<file path="config.mk">
export PLATFORM = sky130hd
export DESIGN_NAME = grid_max_path_with_traceback
export DESIGN_NICKNAME = d
export VERILOG_FILES = /design/src/sv/gmp_pkg.sv /design/src/sv/gmp_ram.sv /design/src/sv/gmp_ctrl.sv /design/src/sv/grid_max_path_with_traceback.sv
export SDC_FILE = /design/constraint.sdc
export NUM_CORES = 2
export LEC_CHECK = 0
export CORE_UTILIZATION = 40
export CTS_CLUSTER_SIZE = 30
export DETAILED_ROUTE_END_ITERATION = 8
export DONT_BUFFER_PORTS = 1
export SLEW_MARGIN = 40
export SYNTH_ARGS = -nofsm -noshare
export SYNTH_HDL_FRONTEND = slang
export SYNTH_SLANG_ARGS = --single-unit
</file>
<file path="constraint.sdc">
create_clock -name clock -period 19.1 [get_ports clock]
set_clock_uncertainty 0.15 [all_clocks]
set_input_delay 0.955 -clock clock [delete_from_list [all_inputs] [get_ports clock]]
set_output_delay 0.955 -clock clock [all_outputs]
set_load 0.02 [all_outputs]
</file>
<file path="src/sv/gmp_pkg.sv">
// ----------------------------------------------------------------------------
// Grid max path package
// Shared constants, the sequencer state type and the result record type.
// ----------------------------------------------------------------------------
package gmp_pkg;

   localparam int GRID_MAX_DEF = 16;
   localparam int GRID_MIN     = 2;

   localparam int               GRID_SIZE_W   = 5;
   localparam logic [4:0]       GRID_SIZE_RST = 5'd16;

   localparam int TOTAL_W   = 5;
   localparam int TOTAL_MAX = 31;

   localparam int CSR_DATA_W = 32;
   localparam int CSR_ADDR_W = 3;

   localparam logic KIND_TOTAL = 1'b0;
   localparam logic KIND_MOVE  = 1'b1;

   typedef enum logic [2:0] {
      ST_IDLE,
      ST_SWEEP,
      ST_DRAIN,
      ST_WALK_RD,
      ST_WALK_STEP,
      ST_EMIT_TOTAL,
      ST_EMIT_MOVE
   } gmp_state_type;

   typedef struct packed {
      logic               kind;
      logic [TOTAL_W-1:0] total;
      logic               move_right;
      logic               last;
   } gmp_rec_type;

endpackage

</file>
<file path="src/sv/gmp_ram.sv">
// ----------------------------------------------------------------------------
// Grid max path RAM
// Simple dual-port synchronous RAM, one write and one registered read port.
// ----------------------------------------------------------------------------
module gmp_ram #(
   parameter int WIDTH = 1,
   parameter int DEPTH = 256
) (
   input  logic                     clock,
   input  logic                     we,
   input  logic [$clog2(DEPTH)-1:0] waddr,
   input  logic [WIDTH-1:0]         wdata,
   input  logic [$clog2(DEPTH)-1:0] raddr,
   output logic [WIDTH-1:0]         rdata
);

   logic [WIDTH-1:0] mem [DEPTH];
   logic [WIDTH-1:0] rdata_ff;

   always_ff @(posedge clock) begin
      if (we) begin
         mem[waddr] <= wdata;
      end
   end

   always_ff @(posedge clock) begin
      rdata_ff <= mem[raddr];
   end

   assign rdata = rdata_ff;

endmodule

</file>
<file path="src/sv/gmp_ctrl.sv">
// ----------------------------------------------------------------------------
// Grid max path sequencer
// Loads cells, sweeps the grid through the node memory, walks the traceback
// bits back to the origin and hands out the result records in order.
// ----------------------------------------------------------------------------
module gmp_ctrl #(
   parameter int GRID_MAX = 16
) (
   input  logic                                    clock,
   input  logic                                    reset,
   input  logic [$clog2(GRID_MAX+1)-1:0]           n_eff,
   input  logic [$clog2(GRID_MAX*GRID_MAX):0]      total_cells,
   input  logic                                    req_accept,
   input  logic                                    req_cell_bit,
   input  logic                                    req_last_cell,
   output logic                                    busy,
   output logic                                    cell_we,
   output logic [$clog2(GRID_MAX*GRID_MAX)-1:0]    cell_waddr,
   output logic                                    cell_wdata,
   output logic [$clog2(GRID_MAX*GRID_MAX)-1:0]    cell_raddr,
   input  logic                                    cell_rdata,
   output logic                                    node_we,
   output logic [$clog2(GRID_MAX*GRID_MAX)-1:0]    node_waddr,
   output logic [$clog2(2*GRID_MAX):0]             node_wdata,
   output logic [$clog2(GRID_MAX*GRID_MAX)-1:0]    node_raddr,
   input  logic [$clog2(2*GRID_MAX):0]             node_rdata,
   input  logic                                    rec_free,
   output logic                                    rec_valid,
   output gmp_pkg::gmp_rec_type                    rec
);

   import gmp_pkg::*;

   localparam int ADDR_W  = $clog2(GRID_MAX*GRID_MAX);
   localparam int COORD_W = $clog2(GRID_MAX);
   localparam int N_W     = $clog2(GRID_MAX+1);
   localparam int SUM_W   = $clog2(2*GRID_MAX);
   localparam int STACK_W = 2*GRID_MAX-2;

   gmp_state_type state_ff, state_in;

   logic [ADDR_W:0]        load_index_ff, load_index_in, load_idx;
   logic [ADDR_W-1:0]      sw_p_ff, sw_p_in;
   logic [COORD_W-1:0]     sw_x_ff, sw_x_in, sw_y_ff, sw_y_in;
   logic                   s1_valid_ff, s1_valid_in;
   logic [ADDR_W-1:0]      s1_p_ff, s1_p_in;
   logic [COORD_W-1:0]     s1_x_ff, s1_x_in, s1_y_ff, s1_y_in;
   logic [SUM_W-1:0]       left_sum_ff, left_sum_in;
   logic [SUM_W-1:0]       best_ff, best_in;
   logic [ADDR_W-1:0]      pick_p_ff, pick_p_in;
   logic [COORD_W-1:0]     pick_x_ff, pick_x_in, pick_y_ff, pick_y_in;
   logic [SUM_W-1:0]       mcount_ff, mcount_in;
   logic [STACK_W-1:0]     stack_ff, stack_in;

   logic [COORD_W-1:0]     n_last;
   logic [SUM_W-1:0]       l_sum, u_sum, new_sum;
   logic                   new_cfl;
   logic [TOTAL_W-1:0]     total_sat;

   assign n_last   = COORD_W'(n_eff - N_W'(1));
   assign load_idx = (load_index_ff >= total_cells) ? '0 : load_index_ff;

   assign cell_we    = req_accept;
   assign cell_waddr = load_idx[ADDR_W-1:0];
   assign cell_wdata = req_cell_bit;
   assign cell_raddr = sw_p_ff;

   assign busy = (state_ff != ST_IDLE);

   assign total_sat = (int'(best_ff) > TOTAL_MAX) ? TOTAL_W'(TOTAL_MAX)
                                                  : TOTAL_W'(best_ff);

   // Best sum of the cell whose memory reads were issued last cycle.
   always_comb begin
      l_sum = left_sum_ff + SUM_W'(cell_rdata);
      u_sum = node_rdata[SUM_W-1:0] + SUM_W'(cell_rdata);
      if (s1_p_ff == '0) begin
         new_sum = SUM_W'(cell_rdata);
         new_cfl = 1'b0;
      end else if (s1_y_ff == '0) begin
         new_sum = l_sum;
         new_cfl = 1'b1;
      end else if (s1_x_ff == '0) begin
         new_sum = u_sum;
         new_cfl = 1'b0;
      end else if ((u_sum > l_sum) || (l_sum == '0)) begin
         new_sum = u_sum;
         new_cfl = 1'b0;
      end else begin
         new_sum = l_sum;
         new_cfl = 1'b1;
      end
   end

   assign node_we    = s1_valid_ff;
   assign node_waddr = s1_p_ff;
   assign node_wdata = {new_cfl, new_sum};

   always_comb begin
      state_in      = state_ff;
      load_index_in = load_index_ff;
      sw_p_in       = sw_p_ff;
      sw_x_in       = sw_x_ff;
      sw_y_in       = sw_y_ff;
      s1_valid_in   = 1'b0;
      s1_p_in       = sw_p_ff;
      s1_x_in       = sw_x_ff;
      s1_y_in       = sw_y_ff;
      left_sum_in   = left_sum_ff;
      best_in       = best_ff;
      pick_p_in     = pick_p_ff;
      pick_x_in     = pick_x_ff;
      pick_y_in     = pick_y_ff;
      mcount_in     = mcount_ff;
      stack_in      = stack_ff;
      node_raddr    = sw_p_ff - ADDR_W'(n_eff);
      rec_valid     = 1'b0;
      rec.kind       = KIND_TOTAL;
      rec.total      = total_sat;
      rec.move_right = 1'b0;
      rec.last       = (mcount_ff == '0);

      if (req_accept) begin
         load_index_in = req_last_cell ? '0 : load_idx + 1'b1;
      end

      case (state_ff)
         ST_IDLE: begin
            if (req_accept && req_last_cell) begin
               sw_p_in   = '0;
               sw_x_in   = '0;
               sw_y_in   = '0;
               best_in   = '0;
               pick_p_in = '0;
               pick_x_in = '0;
               pick_y_in = '0;
               mcount_in = '0;
               state_in  = ST_SWEEP;
            end
         end
         ST_SWEEP: begin
            s1_valid_in = 1'b1;
            sw_p_in     = sw_p_ff + 1'b1;
            if (sw_x_ff == n_last) begin
               sw_x_in = '0;
               sw_y_in = sw_y_ff + 1'b1;
               if (sw_y_ff == n_last) begin
                  state_in = ST_DRAIN;
               end
            end else begin
               sw_x_in = sw_x_ff + 1'b1;
            end
         end
         ST_DRAIN: begin
            state_in = ST_WALK_RD;
         end
         ST_WALK_RD: begin
            node_raddr = pick_p_ff;
            if ((pick_x_ff == '0) && (pick_y_ff == '0)) begin
               state_in = ST_EMIT_TOTAL;
            end else begin
               state_in = ST_WALK_STEP;
            end
         end
         ST_WALK_STEP: begin
            stack_in  = {stack_ff[STACK_W-2:0], node_rdata[SUM_W]};
            mcount_in = mcount_ff + 1'b1;
            if (node_rdata[SUM_W]) begin
               pick_p_in = pick_p_ff - 1'b1;
               pick_x_in = pick_x_ff - 1'b1;
            end else begin
               pick_p_in = pick_p_ff - ADDR_W'(n_eff);
               pick_y_in = pick_y_ff - 1'b1;
            end
            state_in = ST_WALK_RD;
         end
         ST_EMIT_TOTAL: begin
            rec_valid = 1'b1;
            if (rec_free) begin
               state_in = (mcount_ff == '0) ? ST_IDLE : ST_EMIT_MOVE;
            end
         end
         ST_EMIT_MOVE: begin
            rec_valid      = 1'b1;
            rec.kind       = KIND_MOVE;
            rec.total      = '0;
            rec.move_right = stack_ff[0];
            rec.last       = (mcount_ff == SUM_W'(1));
            if (rec_free) begin
               stack_in  = stack_ff >> 1;
               mcount_in = mcount_ff - 1'b1;
               if (mcount_ff == SUM_W'(1)) begin
                  state_in = ST_IDLE;
               end
            end
         end
         default: begin
            state_in = ST_IDLE;
         end
      endcase

      // The highest-indexed non-origin cell with the largest nonzero sum wins.
      if (s1_valid_ff) begin
         left_sum_in = new_sum;
         if ((s1_p_ff != '0) && (new_sum != '0) && (new_sum >= best_ff)) begin
            best_in   = new_sum;
            pick_p_in = s1_p_ff;
            pick_x_in = s1_x_ff;
            pick_y_in = s1_y_ff;
         end
      end
   end

   always_ff @(posedge clock) begin
      if (reset) begin
         state_ff <= ST_IDLE;
      end else begin
         state_ff <= state_in;
      end
   end

   always_ff @(posedge clock) begin
      if (reset) begin
         load_index_ff <= '0;
         s1_valid_ff   <= 1'b0;
         mcount_ff     <= '0;
      end else begin
         load_index_ff <= load_index_in;
         s1_valid_ff   <= s1_valid_in;
         mcount_ff     <= mcount_in;
      end
   end

   always_ff @(posedge clock) begin
      sw_p_ff     <= sw_p_in;
      sw_x_ff     <= sw_x_in;
      sw_y_ff     <= sw_y_in;
      s1_p_ff     <= s1_p_in;
      s1_x_ff     <= s1_x_in;
      s1_y_ff     <= s1_y_in;
      left_sum_ff <= left_sum_in;
      best_ff     <= best_in;
      pick_p_ff   <= pick_p_in;
      pick_x_ff   <= pick_x_in;
      pick_y_ff   <= pick_y_in;
      stack_ff    <= stack_in;
   end

endmodule

</file>
<file path="src/sv/grid_max_path_with_traceback.sv">
// ----------------------------------------------------------------------------
// Grid max path with traceback
// Top level: configuration port, cell and node memories, sequencer and the
// result output register.
// ----------------------------------------------------------------------------
// Cells are taken one item per cycle while the block is idle. The item marked
// last_cell starts a run: the sweep takes one cell a cycle through the node
// memory, whose single read port also serves the traceback, which reads and
// then steps once per move. Records leave the output register one per cycle
// while rsp_stall is low: the total first, then the moves from the origin.
// Input stays stalled from the last cell until the final record is loaded
// into the output register. The memories need no clearing pass after reset.
module grid_max_path_with_traceback #(
   parameter int GRID_MAX = gmp_pkg::GRID_MAX_DEF
) (
   input  logic                             clock,
   input  logic                             reset,
   input  logic                             req_valid,
   output logic                             req_stall,
   input  logic                             req_cell_bit,
   input  logic                             req_last_cell,
   output logic                             rsp_valid,
   input  logic                             rsp_stall,
   output logic                             rsp_record_kind,
   output logic [gmp_pkg::TOTAL_W-1:0]      rsp_best_total,
   output logic                             rsp_move_right,
   output logic                             rsp_last,
   input  logic                             psel,
   input  logic                             penable,
   input  logic                             pwrite,
   input  logic [gmp_pkg::CSR_ADDR_W-1:0]   paddr,
   input  logic [gmp_pkg::CSR_DATA_W-1:0]   pwdata,
   output logic [gmp_pkg::CSR_DATA_W-1:0]   prdata,
   output logic                             pready
);

   import gmp_pkg::*;

   localparam int CELLS  = GRID_MAX*GRID_MAX;
   localparam int ADDR_W = $clog2(CELLS);
   localparam int N_W    = $clog2(GRID_MAX+1);
   localparam int SUM_W  = $clog2(2*GRID_MAX);

   logic [GRID_SIZE_W-1:0] grid_size_ff;
   logic                   csr_sel;
   logic [N_W-1:0]         n_eff;
   logic [ADDR_W:0]        n_wide, total_cells;

   logic                   busy, req_accept;
   logic                   cell_we, cell_wdata, cell_rdata;
   logic [ADDR_W-1:0]      cell_waddr, cell_raddr;
   logic                   node_we;
   logic [ADDR_W-1:0]      node_waddr, node_raddr;
   logic [SUM_W:0]         node_wdata, node_rdata;

   logic                   rec_valid, rec_free;
   gmp_rec_type            rec;
   logic                   rsp_valid_ff;
   gmp_rec_type            rsp_rec_ff;

   assign csr_sel = (paddr[CSR_ADDR_W-1:2] == '0);
   assign pready  = 1'b1;
   assign prdata  = csr_sel ? CSR_DATA_W'(grid_size_ff) : '0;

   always_ff @(posedge clock) begin
      if (reset) begin
         grid_size_ff <= GRID_SIZE_RST;
      end else if (psel && penable && pwrite && pready && csr_sel) begin
         grid_size_ff <= pwdata[GRID_SIZE_W-1:0];
      end
   end

   always_comb begin
      if (int'(grid_size_ff) < GRID_MIN) begin
         n_eff = N_W'(GRID_MIN);
      end else if (int'(grid_size_ff) > GRID_MAX) begin
         n_eff = N_W'(GRID_MAX);
      end else begin
         n_eff = N_W'(grid_size_ff);
      end
   end

   assign n_wide      = (ADDR_W+1)'(n_eff);
   assign total_cells = n_wide * n_wide;

   assign req_stall  = busy;
   assign req_accept = req_valid && !req_stall;

   gmp_ram #(
      .WIDTH (1),
      .DEPTH (CELLS)
   ) u_cell_ram (
      .clock (clock),
      .we    (cell_we),
      .waddr (cell_waddr),
      .wdata (cell_wdata),
      .raddr (cell_raddr),
      .rdata (cell_rdata)
   );

   gmp_ram #(
      .WIDTH (SUM_W+1),
      .DEPTH (CELLS)
   ) u_node_ram (
      .clock (clock),
      .we    (node_we),
      .waddr (node_waddr),
      .wdata (node_wdata),
      .raddr (node_raddr),
      .rdata (node_rdata)
   );

   gmp_ctrl #(
      .GRID_MAX (GRID_MAX)
   ) u_ctrl (
      .clock         (clock),
      .reset         (reset),
      .n_eff         (n_eff),
      .total_cells   (total_cells),
      .req_accept    (req_accept),
      .req_cell_bit  (req_cell_bit),
      .req_last_cell (req_last_cell),
      .busy          (busy),
      .cell_we       (cell_we),
      .cell_waddr    (cell_waddr),
      .cell_wdata    (cell_wdata),
      .cell_raddr    (cell_raddr),
      .cell_rdata    (cell_rdata),
      .node_we       (node_we),
      .node_waddr    (node_waddr),
      .node_wdata    (node_wdata),
      .node_raddr    (node_raddr),
      .node_rdata    (node_rdata),
      .rec_free      (rec_free),
      .rec_valid     (rec_valid),
      .rec           (rec)
   );

   assign rec_free = !rsp_valid_ff || !rsp_stall;

   always_ff @(posedge clock) begin
      if (reset) begin
         rsp_valid_ff <= 1'b0;
      end else if (rec_free) begin
         rsp_valid_ff <= rec_valid;
      end
   end

   always_ff @(posedge clock) begin
      if (rec_free && rec_valid) begin
         rsp_rec_ff <= rec;
      end
   end

   assign rsp_valid       = rsp_valid_ff;
   assign rsp_record_kind = rsp_rec_ff.kind;
   assign rsp_best_total  = rsp_rec_ff.total;
   assign rsp_move_right  = rsp_rec_ff.move_right;
   assign rsp_last        = rsp_rec_ff.last;

endmodule

</file>
Word level (Yosys, flattened, before mapping)

Memories as Yosys holds them, arrays and structs flattened. A register that Yosys moved wholly into a read port is not among the register bits.
Cells that the tools add are included.
Widths: inputs -> output; s select.

Flip-flop bits (word level): 120
Latch bits: 0
Bits in writable memories: 1792
ROM bits: 0
Input bits: 44
Output and inout bits: 43
Memories kept: 2

Add/sub/neg operators: 14
$mul: 1
Divide/modulo/power cells: 0
Magnitude comparators: 5
Equal/unequal tests: 15
Shifts and indexed selects: 0
Muxes and demuxes: 61
Bitwise logic cells: 1
Reduce and logical (&&, ||, !) cells: 35

Memory list:

| name           | words | bits a word | read ports | clocked after memory_dff | wr ports | RTL line      | RTL |
|---|---|---|---|---|---|---|---|
| u_node_ram.mem | 256   | 6           | 1          | 1                        | 1        | gmp_ram.sv:17 | `logic [WIDTH-1:0] mem [DEPTH];` |
| u_cell_ram.mem | 256   | 1           | 1          | 1                        | 1        | gmp_ram.sv:17 |  |

Operator list:

| operator            | count |
|---|---|
| $mux 5              | 13 |
| $pmux 30 s2         | 1 |
| $mux 8              | 7 |
| $mux 4              | 11 |
| $pmux 4 s2          | 4 |
| $pmux 8 s2          | 2 |
| $mux 30             | 1 |
| $mux 3              | 7 |
| $mux 9              | 2 |
| $pmux 3 s6          | 1 |
| $logic_not 4->1     | 4 |
| $sub 8x5->8         | 2 |
| $pmux 5 s3          | 1 |
| $sub 4x1->4 const B | 3 |
| $mux 1              | 11 |
| $add 5x1->5         | 2 |
| $logic_not 5->1     | 2 |
| $add 9x1->9 const B | 1 |
| $eq 3x3->1 const B  | 3 |
| $ge 9x9->1          | 1 |
| $logic_and 1x1->1   | 9 |
| $mul 5x5->9         | 1 |
| $add 4x1->4 const B | 2 |
| $add 8x1->8 const B | 1 |
| other kinds (26)    | 40 |

Logic depth before layout (Yosys ltp)

Word-level depth: 12
Gate-level depth with buffers: 28

Modules after synthesis

From an unflattened synthesis, not the netlist that was laid out.

Cells, all modules: 4568
Area total of the unflattened synthesis: 78664.2 um^2

By module, submodules not included:

| module                       | times used | cells each | area an instance (um^2) |
|---|---|---|---|
| gmp_ram (u_node_ram)         | 1          | 2964       | 60073.9 |
| gmp_ram (u_cell_ram)         | 1          | 788        | 11128.2 |
| gmp_ctrl                     | 1          | 692        | 6251.0 |
| grid_max_path_with_traceback | 1          | 124        | 1211.2 |

Worst setup path before layout

Ideal clock, no wire load.

Path kind: register -> register
Start: reg u_ctrl.left_sum_ff[0]
End: reg u_ctrl.pick_p_ff[0]
Setup time: 0.121 ns
Arrival time: 15.759 ns
Data required time: 18.829 ns
Path slack: 3.070 ns
Cell stages (with the launch flop): 23
Cell sequence: edfxtp_1 -> ha_1 -> ha_1 -> inv_1 -> ha_1 -> nor2b_1 -> o21a_1 -> o21ai_0 -> a21oi_1 -> o22a_1 -> o31ai_1 -> clkbuf_1 -> nor2_1 -> a211oi_1 -> ha_1 -> nor2b_1 -> o21ai_0 -> nand2b_1 -> a21oi_1 -> nor3b_1 -> nand2_1 -> buf_2 -> mux2_2

Longest elaborated chain between the ends: 12

Ends and longest elaborated chain:

| element                                            | RTL line                           | RTL |
|---|---|---|
| from (decl)                                        | gmp_ctrl.sv:48                     | `logic [SUM_W-1:0] left_sum_ff, left_sum_in;` |
| from (signal assigned)                             | gmp_ctrl.sv:241                    | `left_sum_ff <= left_sum_in;` |
| $add 5x1->5 *                                      | gmp_ctrl.sv:75                     | `l_sum = left_sum_ff + SUM_W'(cell_rdata);` |
| $gt 5x5->1 or $logic_not 5->1 (tied branches)      | gmp_ctrl.sv:86                     | `end else if ((u_sum > l_sum) \|\| (l_sum == '0)) begin` |
| $logic_or 1x1->1                                   | gmp_ctrl.sv:86                     |  |
| $mux 5                                             | gmp_ctrl.sv:86                     |  |
| $mux 5                                             | gmp_ctrl.sv:83                     | `end else if (s1_x_ff == '0) begin` |
| $mux 5 *                                           | gmp_ctrl.sv:80                     | `end else if (s1_y_ff == '0) begin` |
| $mux 5 *                                           | gmp_ctrl.sv:77                     | `if (s1_p_ff == '0) begin` |
| named net node_wdata[2]                            | grid_max_path_with_traceback.sv:54 | `logic [SUM_W:0] node_wdata, node_rdata;` |
| branches (longest 2 deep; another with $ge 5x5->1) | --                                 |  |
| $logic_and 1x1->1 *                                | gmp_ctrl.sv:205                    | `if ((s1_p_ff != '0) && (new_sum != '0) && (new_sum >= best_ff)) begin` |
| $mux 8 *                                           | gmp_ctrl.sv:205                    |  |
| $mux 8 *                                           | gmp_ctrl.sv:203                    | `if (s1_valid_ff) begin` |
| named net u_ctrl.pick_p_in[0]                      | gmp_ctrl.sv:50                     | `logic [ADDR_W-1:0] pick_p_ff, pick_p_in;` |
| to (signal assigned)                               | gmp_ctrl.sv:243                    | `pick_p_ff <= pick_p_in;` |
| to (decl)                                          | gmp_ctrl.sv:50                     |  |

Mark *: on every way through the listed nets, which the timed path passes.
A chain may end at the register's enable or synchronous reset.

Worst setup path in the final report

Start: reg grid_size_ff[4]
End: reg u_node_ram.rdata_ff[1] (netlist: u_node_ram.rdata[1]), read port of u_node_ram.mem

Longest elaborated chain between the ends: 5

Ends and longest elaborated chain:

| element                | RTL line                           | RTL |
|---|---|---|
| from (decl)            | grid_max_path_with_traceback.sv:44 | `logic [GRID_SIZE_W-1:0] grid_size_ff;` |
| from (signal assigned) | grid_max_path_with_traceback.sv:69 | `grid_size_ff <= pwdata[GRID_SIZE_W-1:0];` |
| $gt 5x5->1             | grid_max_path_with_traceback.sv:76 | `end else if (int'(grid_size_ff) > GRID_MAX) begin` |
| $mux 5                 | grid_max_path_with_traceback.sv:76 |  |
| $mux 5 *               | grid_max_path_with_traceback.sv:74 | `if (int'(grid_size_ff) < GRID_MIN) begin` |
| $sub 8x5->8 *          | gmp_ctrl.sv:116                    | `node_raddr = sw_p_ff - ADDR_W'(n_eff);` |
| $mux 8 *               | gmp_ctrl.sv:127                    | `case (state_ff)` |
| to (decl)              | gmp_ram.sv:18                      | `logic [WIDTH-1:0] rdata_ff;` |

Every way passes the cells marked *; elsewhere a longest branch is shown, timed or not.

==> flow_summary.ini <==
[finish]
nets = 6270
final_core_util_pct = 44.7
fillers = 17859
area_delta_synth_final_pct = 11.0
design_area_um2 = 89500
drive_gt1_share_pct = 8.53

[route]
drt-wirelength-per-cell_um = 23.4
drc = 6
drt_iter0_drc = 5711
dr.pass1.iters = 7
ant_nets = 0
viasPerCell = 5.60
vias = 50312
totalWireLength_um = 210000

[place]
place_congestion = 0.833
place_area_um2 = 83200
port_buffers = 0
dp_hpwl_um = 118000

[power]
irDropWorstVdd_v = 0.000341
p_leak_nw = 29.7
power_mw = 17.2
p_per_area_nw_per_um2 = 192

[global_route]
grt_first_pass_wirelength_um = 314000
overflow = 0
antenna_found_initial = 4
grt_use_total_pct = 20.3
grt_max_degree = 257
grt_pass1_vias = 48186

[synth]
async_reset_ff_share_pct = 0
synth_flop_cell = edfxtp_1
netlist_top_cells_count = 1851 x edfxtp_1, 1486 x nand2_1, 618 x nand3_1
avgSynthCellArea_um2 = 12.8
ys_ff_latch = 1919
yosysSeqAreaShare_pct = 70.6
synth.area.top_cells = edfxtp_1 69%, nand2_1 6.9%, nand3_1 3.8%, nor2_1 2.7%, mux4_2 2.7%
syn-cell-area_um2 = 80700
ys_warn_count = 0
synth_top_area_share_pct = 68.9
synth_edf_count = 1851
synth_most_common_cell = edfxtp_1
synth.distinct_cells = 87
yosysTopAreaCell = edfxtp_1
netlist_instances = 6285

[floorplan]
core_um2 = 200000
die_w_um = 451
dieArea_um2 = 203000
start_util_pct = 40.3
ios = 87
rows = 164
die_h_um = 451

[clocking]
cts.repair.resized = 0
ctsLongestPathBuffers = 3
clk_pin_slew_ps = 60
clk_latency_ps = 830
htreeDepth = 4
cts_buffers = 196
cts.sinks = 1919
cts_root_buf = clkbuf_16
cts_tree = built

[timing]
final_hold_viol_count = 0
max_clock_freq_ghz = 0.141
tns_ps = 0
holdWs_ps = 74.4
period_minus_slack_ps = 7090
slew_headroom_pct = 41.9
tightestPinTransition_ps = 872
maxSlewViolCount = 0
setup_viol = 0
rsz0062_at_grt = false
period_share_pct = 37.1

[outcome]
status = finished with violations
violations = DRC

[worst_hold_path]
hold_class = input port to register
hp-start = reset
hold_path_end = grid_size_ff[1]
hold_depth = 1

[worst_setup_path]
crit_path_start_kind = register
r2r_start = grid_size_ff[4]
path_class = register to register
critPathMaxFanout = 137
cp.arrival_ps = 7620
end_kind = register
r2r-end = u_node_ram.rdata[1]
cp.required_ps = 19630
reg2regPathDepth = 15
rrSetupSlack_ps = 12010

[job]
cap_violations = 0
-- state kept, by name (all words and copies together), names as in the netlist, 5 cells and up --
| register | cells |
|---|---|
| rsp_best_total | 5 |
| u_ctrl.mcount_ff | 5 |
| u_ctrl.load_index_ff | 9 |
| u_ctrl.best_ff | 5 |
| u_ctrl.cell_raddr | 8 |
| u_ctrl.node_waddr | 8 |
| u_cell_ram.mem | 256 |
| u_ctrl.pick_p_ff | 8 |
| u_node_ram.mem | 1536 |
| u_node_ram.rdata | 6 |
| grid_size_ff | 5 |
| u_ctrl.left_sum_ff | 5 |
| u_ctrl.stack_ff | 30 |
-- placed cells by master, fill, tap and decap left out, types with 9 or more instances in the layout --
master and n:
or3_1 9, nand3_2 13, inv_1 68, a21oi_1 45
xor2_1 17, a211oi_1 64, ha_1 57, nand4_1 95
a32oi_1 66, o22ai_1 14, clkbuf_1 55, mux4_2 95
nand3_1 605, and2_1 12, nand3b_1 9, buf_4 79
a311oi_1 85, a21o_1 12, a32o_1 9, clkinv_2 33
a31oi_1 88, xnor2_1 22, edfxtp_1 1851, nor4_1 9
buf_12 17, nand2_1 1485, and3_1 93, nor3_1 20
nor2_1 577, dfxtp_1 68, conb_1 31, o211ai_1 10
nand2b_1 12, mux2i_1 114, clkbuf_16 197, o21ai_0 32
bufinv_16 11, clkinv_1 53, nor2b_1 22, mux2_2 17
-- through the flow --
stage,cells,setup WS [ps]
floorplan,6314,3070
global placement,8611,11980
detailed placement,8613,11970
CTS,8981,11940
global route,8989,11630
finish,8989,12010
-- worst max path at each step --
stage | from | to | slack, ps | depth (start not counted)
3_3_place_gp | grid_size_ff[4] | u_node_ram.rdata[1] | 11980 | 15
4_1_cts | grid_size_ff[4] | u_node_ram.rdata[1] | 11940 | 15
3_5_place_dp | grid_size_ff[4] | u_node_ram.rdata[1] | 11970 | 15
6_report | grid_size_ff[4] | u_node_ram.rdata[1] | 12010 | 15
5_1_grt | grid_size_ff[4] | u_node_ram.rdata[1] | 11630 | 15
2_1_floorplan | u_ctrl.left_sum_ff[0] | u_ctrl.pick_p_ff[0] | 3070 | 22
-- what timing repair did --
item                                   in CTS  in global routing
endpoints found under the hold margin       7                  0
hold buffers                                2                  0
buffers inserted                            0                  0
-- metal layers --
layer  up-vias  track usage (%)  routed length, um  share of wire (%)
li1      22788                -                  -                  -
met3       375             3.45              16000                7.6
met2      1893             32.5              98900                 47
met4         2             6.75               6630                3.2
met1     25254             28.1              88600                 42
met5         -                0                  7             0.0033
-- critical path, cell delays in order, from the launching register on --
cell	delay, ps
dfxtp_1	620
inv_2	190
o311a_1	290
ha_1	800
a21o_4	640
buf_12	480
buf_4	590
buf_12	460
buf_4	700
mux2i_1	260
mux2i_1	90
a32oi_1	320
nand3_1	210
o22ai_1	500
a311o_1	230
nor4b_1	60
-- power breakdown --
part	switching (mW)	total, mW	internal [mW]	leakage [nW]
sequential	0.104	6.58	6.48	17.2
combinational	5.20	6.94	1.74	9.53
clock	1.61	3.67	2.06	2.97
total	6.91	17.2	10.3	29.7
-- layout make-up --
class,count,area [um2],area share (%)
inverters,71,267,0.298
clock buffers,253,5150,5.75
clock inverters,113,936,1.05
repair buffers,110,1200,1.34
flip-flops and latches,1919,56900,63.6
diodes,1,2.50,0.00280
multi-input cells,3866,21700,24.2
well taps,2656,3320,3.71
-- cell families (layout without fill, tap and decap cells) --
logic type	count (synthesis)	after routing	share of synthesized area (%)
AND/OR/NAND/NOR	3008	3008	16.0
flip-flops	1919	1919	70.6
buffers and inverters	529	547	2.99
AO/OA/AOI/OAI	498	498	4.58
multiplexers	228	228	4.34
adder cells (fa/ha/maj)	62	62	1.01
XOR/XNOR	39	39	0.424
other	2	32	0.00931
(Power assumes the default switching activity.)
